$ cat src/rtl/tmcw_pkg.sv
// ----------------------------------------------------------------------------
// tmcw_pkg
// Shared constants, operation and character codes, and the command and
// status bundles between the console controller and its datapath.
// ----------------------------------------------------------------------------
package tmcw_pkg;

    // screen geometry
    localparam int COLUMNS = 80;
    localparam int ROWS    = 25;
    localparam int CELLS   = COLUMNS * ROWS;

    // port field widths
    localparam int OP_W     = 2;
    localparam int CHAR_W   = 8;
    localparam int ATTR_W   = 8;
    localparam int COLIN_W  = 7;
    localparam int ROWIN_W  = 5;
    localparam int POS_W    = 11;
    localparam int CELL_W   = CHAR_W + ATTR_W;

    // internal widths
    localparam int COL_W  = $clog2(COLUMNS);
    localparam int ROW_W  = $clog2(ROWS);
    localparam int ADDR_W = $clog2(CELLS);
    localparam int CNT_W  = $clog2(CELLS + 1);

    localparam logic [COL_W-1:0]  COL_LAST   = COL_W'(COLUMNS - 1);
    localparam logic [ROW_W-1:0]  ROW_LAST   = ROW_W'(ROWS - 1);
    localparam logic [ADDR_W-1:0] LIN_LAST   = ADDR_W'(CELLS - 1);
    localparam logic [ADDR_W-1:0] LAST_ROW_0 = ADDR_W'(CELLS - COLUMNS);

    // operation codes
    localparam logic [OP_W-1:0] OP_PUT  = 2'd0;
    localparam logic [OP_W-1:0] OP_SET  = 2'd1;
    localparam logic [OP_W-1:0] OP_READ = 2'd2;

    // character codes
    localparam logic [CHAR_W-1:0] CODE_CR    = 8'd13;
    localparam logic [CHAR_W-1:0] CODE_LF    = 8'd10;
    localparam logic [CHAR_W-1:0] CODE_BS    = 8'd8;
    localparam logic [CHAR_W-1:0] BLANK_CHAR = 8'h20;
    localparam logic [ATTR_W-1:0] RESET_ATTR = 8'h07;

    // controller to datapath
    typedef struct packed {
        logic accept;
        logic clear;
        logic scroll;
        logic out_load;
    } tmcw_cmd_t;

    // datapath to controller
    typedef struct packed {
        logic scroll_req;
        logic clear_last;
        logic scroll_last;
    } tmcw_sts_t;

endpackage

$ cat src/rtl/tmcw_ctrl.sv
// ----------------------------------------------------------------------------
// tmcw_ctrl
// Sequencer for the console: clear pass after reset, single-item
// execution, scroll sweep and the result handshake.
// ----------------------------------------------------------------------------
module tmcw_ctrl (
    input  logic                 aclk,
    input  logic                 aresetn,
    input  logic                 s_valid,
    output logic                 s_ready,
    output logic                 m_valid,
    input  logic                 m_ready,
    input  tmcw_pkg::tmcw_sts_t  sts,
    output tmcw_pkg::tmcw_cmd_t  cmd
);
    import tmcw_pkg::*;

    localparam logic [1:0] ST_CLEAR  = 2'd0;
    localparam logic [1:0] ST_IDLE   = 2'd1;
    localparam logic [1:0] ST_SCROLL = 2'd2;
    localparam logic [1:0] ST_DONE   = 2'd3;

    logic [1:0] state_reg, state_next;
    logic       m_valid_reg;

    // command decode
    assign s_ready      = state_reg == ST_IDLE;
    assign cmd.accept   = s_valid && s_ready;
    assign cmd.clear    = state_reg == ST_CLEAR;
    assign cmd.scroll   = state_reg == ST_SCROLL;
    assign cmd.out_load = (state_reg == ST_DONE) && (!m_valid_reg || m_ready);
    assign m_valid      = m_valid_reg;

    // next state
    always_comb begin
        state_next = state_reg;
        unique case (state_reg)
            ST_CLEAR: begin
                if (sts.clear_last) state_next = ST_IDLE;
            end
            ST_IDLE: begin
                if (cmd.accept) state_next = sts.scroll_req ? ST_SCROLL : ST_DONE;
            end
            ST_SCROLL: begin
                if (sts.scroll_last) state_next = ST_DONE;
            end
            ST_DONE: begin
                if (cmd.out_load) state_next = ST_IDLE;
            end
            default: state_next = ST_CLEAR;
        endcase
    end

    always_ff @(posedge aclk) begin
        if (!aresetn) begin
            state_reg   <= ST_CLEAR;
            m_valid_reg <= 1'b0;
        end else begin
            state_reg <= state_next;
            if (cmd.out_load) begin
                m_valid_reg <= 1'b1;
            end else if (m_ready) begin
                m_valid_reg <= 1'b0;
            end
        end
    end

    // scroll request takes the sweep path
    a_scroll_path: assert property (@(posedge aclk) disable iff (!aresetn)
        (cmd.accept && sts.scroll_req) |=> (state_reg == ST_SCROLL))
        else $error("scroll request did not start the sweep");

    // a result only appears out of the completion state
    a_result_src: assert property (@(posedge aclk) disable iff (!aresetn)
        $rose(m_valid_reg) |-> ($past(state_reg) == ST_DONE))
        else $error("result raised outside completion");

    // one transaction in flight
    a_one_item: assert property (@(posedge aclk) disable iff (!aresetn)
        cmd.accept |=> !s_ready)
        else $error("second transaction taken while busy");

endmodule

$ cat config.mk
export PLATFORM = sky130hd
export DESIGN_NAME = tmcw_ctrl
export DESIGN_NICKNAME = d
export VERILOG_FILES = /design/src/rtl/tmcw_pkg.sv /design/src/rtl/tmcw_ctrl.sv
export SDC_FILE = /design/constraint.sdc
export NUM_CORES = 1
export LEC_CHECK = 0
export ABC_AREA = 1
export BUFFER_PORTS_ARGS = -buffer_cell sky130_fd_sc_hd__buf_4
export CAP_MARGIN = 30
export CORE_AREA = 2 2 39 41
export CTS_CLUSTER_DIAMETER = 150
export DETAILED_ROUTE_END_ITERATION = 7
export DIE_AREA = 0 0 41 43
export PLACE_DENSITY = 0.37
export SLEW_MARGIN = 5
export SYNTH_ARGS = -nofsm -noshare
export SYNTH_HDL_FRONTEND = slang
export SYNTH_SLANG_ARGS = --single-unit
$ cat constraint.sdc
create_clock -name aclk -period 3.3 [get_ports aclk]
set_clock_uncertainty 0.15 [all_clocks]
set_input_delay 0.33 -clock aclk [delete_from_list [all_inputs] [get_ports aclk]]
set_output_delay 0.33 -clock aclk [all_outputs]
set_load 0.005 [all_outputs]
# == Word-level counts from Yosys, hierarchy flattened ==
# Cells that the tools add are included.
# W data, S select, Z words.
# op_classes
n_eq_ne,7
muxes,8
reduce_logical,7
# ops
cell,n
$mux W2,4
$pmux W2 S4,1
$ne A2 B2 Y1 const B,3
$eq A2 B2 Y1 const B,2
$reduce_and A4 Y1,1
$mux W1,3
$eq A2 B1 Y1 const B,1
$logic_and A1 B1 Y1,2
$logic_not A2 Y1,1
$ne A2 B1 Y1 const B,1
$reduce_bool A2 Y1,1
$logic_not A1 Y1,1
$logic_or A1 B1 Y1,1
# word_totals
regBits,3
input_bits,7
out_inout_bits,6
elab_cells,24

# == Longest topological paths before layout ==
# logic_depth
depth_word,5
mapped_depth,8

# == Worst setup path before layout ==
# Ideal clock, no wire load.
# synth_timing
path_type,flip-flop to flip-flop
start,register state_reg[0]
end,register state_reg[0]
setup_ns,0.113
arrival_time_ns,1.023
path_slack_ns,2.014
path_stages_with_launch,9
n_path_buf,0
cell_sequence,dfxtp_1 -> inv_1 -> ha_1 -> nand2_1 -> nand2_2 -> nor2_4 -> nand2_1 -> nand2_1 -> nor2_1
# synth_rtl
element,line_no,text
from (decl),tmcw_ctrl.sv:23,"logic [1:0] state_reg, state_next;"
from (signal assigned),tmcw_ctrl.sv:59,state_reg <= state_next;

==> impl_metrics.yaml <==
logic_synthesis:
  synthDistinctLibCells: 11
  synth_top_area_share_pct: 24.1
  syn_area_per_cell_sq_um: 6.55
  yosysWarnings: 0
  synth-async-reset-ratio_pct: 0
  synth_nets: 49
  seq_area_frac_synth_pct: 24.1
  synth-main-ff-cell: "dfxtp_1"
  yosysMostFrequentCell: "inv_1"
  synth_area_leaders: "dfxtp_1, ha_1, inv_1"
  synth_area_sq_um: 249
  synthTopCellsByCount: "inv_1, nand2_1, nor2_1"
  synth_edf_count: 0
  synthCells: 38
  synth_largest_area_cell: "dfxtp_1"
  synth-seq-cells: 3
routing:
  wire_per_inst_um: 7.39
  totalWireLength_um: 517
  detailroute.via_count: 244
  drc: 0
  ant_nets: 0
  drt-initial-drc-count: 5
  via_per_inst: 3.49
  firstDrtPassIters: 3
worst_setup_path:
  path_class: "reg2out"
  critPathLaunch: "state_reg[1]"
  r2r-start: "state_reg[0]"
  cp-end-kind: "output pin"
  arrival_ns: 1.14
  cp.required_ns: 2.82
  timing.critical_path.fanout_max: 4
  cp-start-kind: "flip-flop"
placed_design:
  placed_cell_area_sq_um: 359
  gp_congestion: 0.702
  portBuffers: 12
  dp.cells: 66
sta:
  min_period_over_period_pct: 49.1
  slew_viol_final: 0
  finalSetupViolCount: 0
  slew_headroom_pct: 88.7
  rsz0062_at_grt: "false"
  fmax_mhz: 617
  whs_ns: 0.199
  tightest_slew_ns: 0.170
  finalHoldViolCount: 0
  period_minus_slack_ns: 1.62
  tns_ns: 0
power:
  p_switching_uw: 124
  power_frac_comb_pct: 57.9
  power.density_nw_per_um2: 802
  p_leak_uw: 0.000225
  power_frac_clock_pct: 20.7
  p_sw_share_pct: 40.2
  internal_power_uw: 185
  p_seq_share_pct: 21.4
  ir_drop_mv: 0.299
cells_and_area:
  drive_gt1_share_pct: 35.2
  fin_area_sq_um: 385
  largest_reg_flops: 2
  layout.cells.non_filler: 70
  nets: 66
  area_growth_syn_to_layout_pct: 54.8
  diodes: 0
clock_tree:
  clk_path_buf_depth: 2
  clk_latency_ns: 0.23
  postCtsResizedCells: 0
  clock-sinks: 3
  cts.clk_slew.worst_paths_ns: 0.03
  cts_htree_levels: 1
  postCtsSetupBuffers: 0
  ctsHoldBuffers: 0
  cts-buffers-inserted: 3
  cts_tree: "built"
  root_buffer: "clkbuf_4"
floorplanning:
  core_area_sq_um: 1380
  fp.dieW_um: 41
  fp-row-count: 14
  fp.dieH_um: 43
  start_util_pct: 18.0
  die_area_sq_um: 1760
  io_pins: 13
global_routing:
  grt_max_degree: 5
  antenna_found_initial: 0
  overflow: 0
  grt_usage_pct: 7.82
  grt_first_pass_wirelength_um: 890
  grt_pass1_vias: 227
status:
  status: "complete, no violations"
hold_path:
  min_from: "aresetn"
  hold_path.class: "in2reg"
job:
  cap_violations: 0
[cells in the final DEF (no fill, tap or decap)]
cell and count:
clkbuf_1 1, dfxtp_1 3, a21boi_0 1, nand3_1 1, clkbuf_4 3, ha_1 4, nand2_1 8, nor2_1 5
buf_4 12, inv_1 10, nand2_2 3, a21oi_1 1, nor3_1 1, nor2_4 1
[power groups by stage]
stage          combinational (uW)  sequential, uW  clock (uW)
3_5_place_dp                  184            67.7           0
6_report                      179            66.1        63.9
4_1_cts                       185            67.1        68.9
5_1_grt                       209            70.1        73.6
2_1_floorplan                 118            62.8           0
3_3_place_gp                  185            67.0           0
[final timing paths]
| path | endpoint | slack (ns) | cells past startpoint |
|---|---|---|---|
| setup / recovery | cmd[3] | 1.68 | 5 |
| hold / removal | state_reg[1] | 0.20 | 3 |
| setup reg to reg | state_reg[1] | 1.91 | 8 |
| hold reg to reg | m_valid | 0.36 | 2 |
[cell type report]
class                   count  area, sq um
flip-flops and latches      3         60.1
multi-input cells          25          151
repair buffers             12         90.1
well taps                  16         20.0
inverters                  10         37.5
fillers                   158          998
clock buffers               4         26.3
[per-stage QoR]
| step | total power, uW | worst slack (ns) | utilization (%) |
|---|---|---|---|
| 4_1_cts | 321 | 1.65 | 27.8 |
| 3_3_place_gp | 252 | 1.88 | 25.9 |
| 5_1_grt | 353 | 1.56 | 27.8 |
| 6_report | 309 | 1.68 | 27.8 |
| 2_1_floorplan | 181 | 2.01 | - |
| 3_5_place_dp | 252 | 1.88 | 25.9 |
[cell families (layout without fill, tap and decap cells)]
kind of cell / count (synthesis) / in the layout / share of synthesized area [%]
buf+inv: 10 / 26 / 15.1
compound gates: 2 / 2 / 5.02
simple gates: 19 / 19 / 35.7
flops: 3 / 3 / 24.1
fa+ha+maj: 4 / 4 / 20.1
[critical path: stages, from the launching register on]
cell and delay, ns:
dfxtp_1 0.37, inv_1 0.08, ha_1 0.24, nand2_1 0.07
inv_1 0.03, buf_4 0.12
[layer usage]
layer	wire length, um	up-vias	global-route usage (%)
met5	0	-	0
met4	0	0	2.00
met3	34	0	6.28
met2	259	6	10.9
met1	223	96	8.95
li1	-	142	-
(Power assumes the default switching activity.)
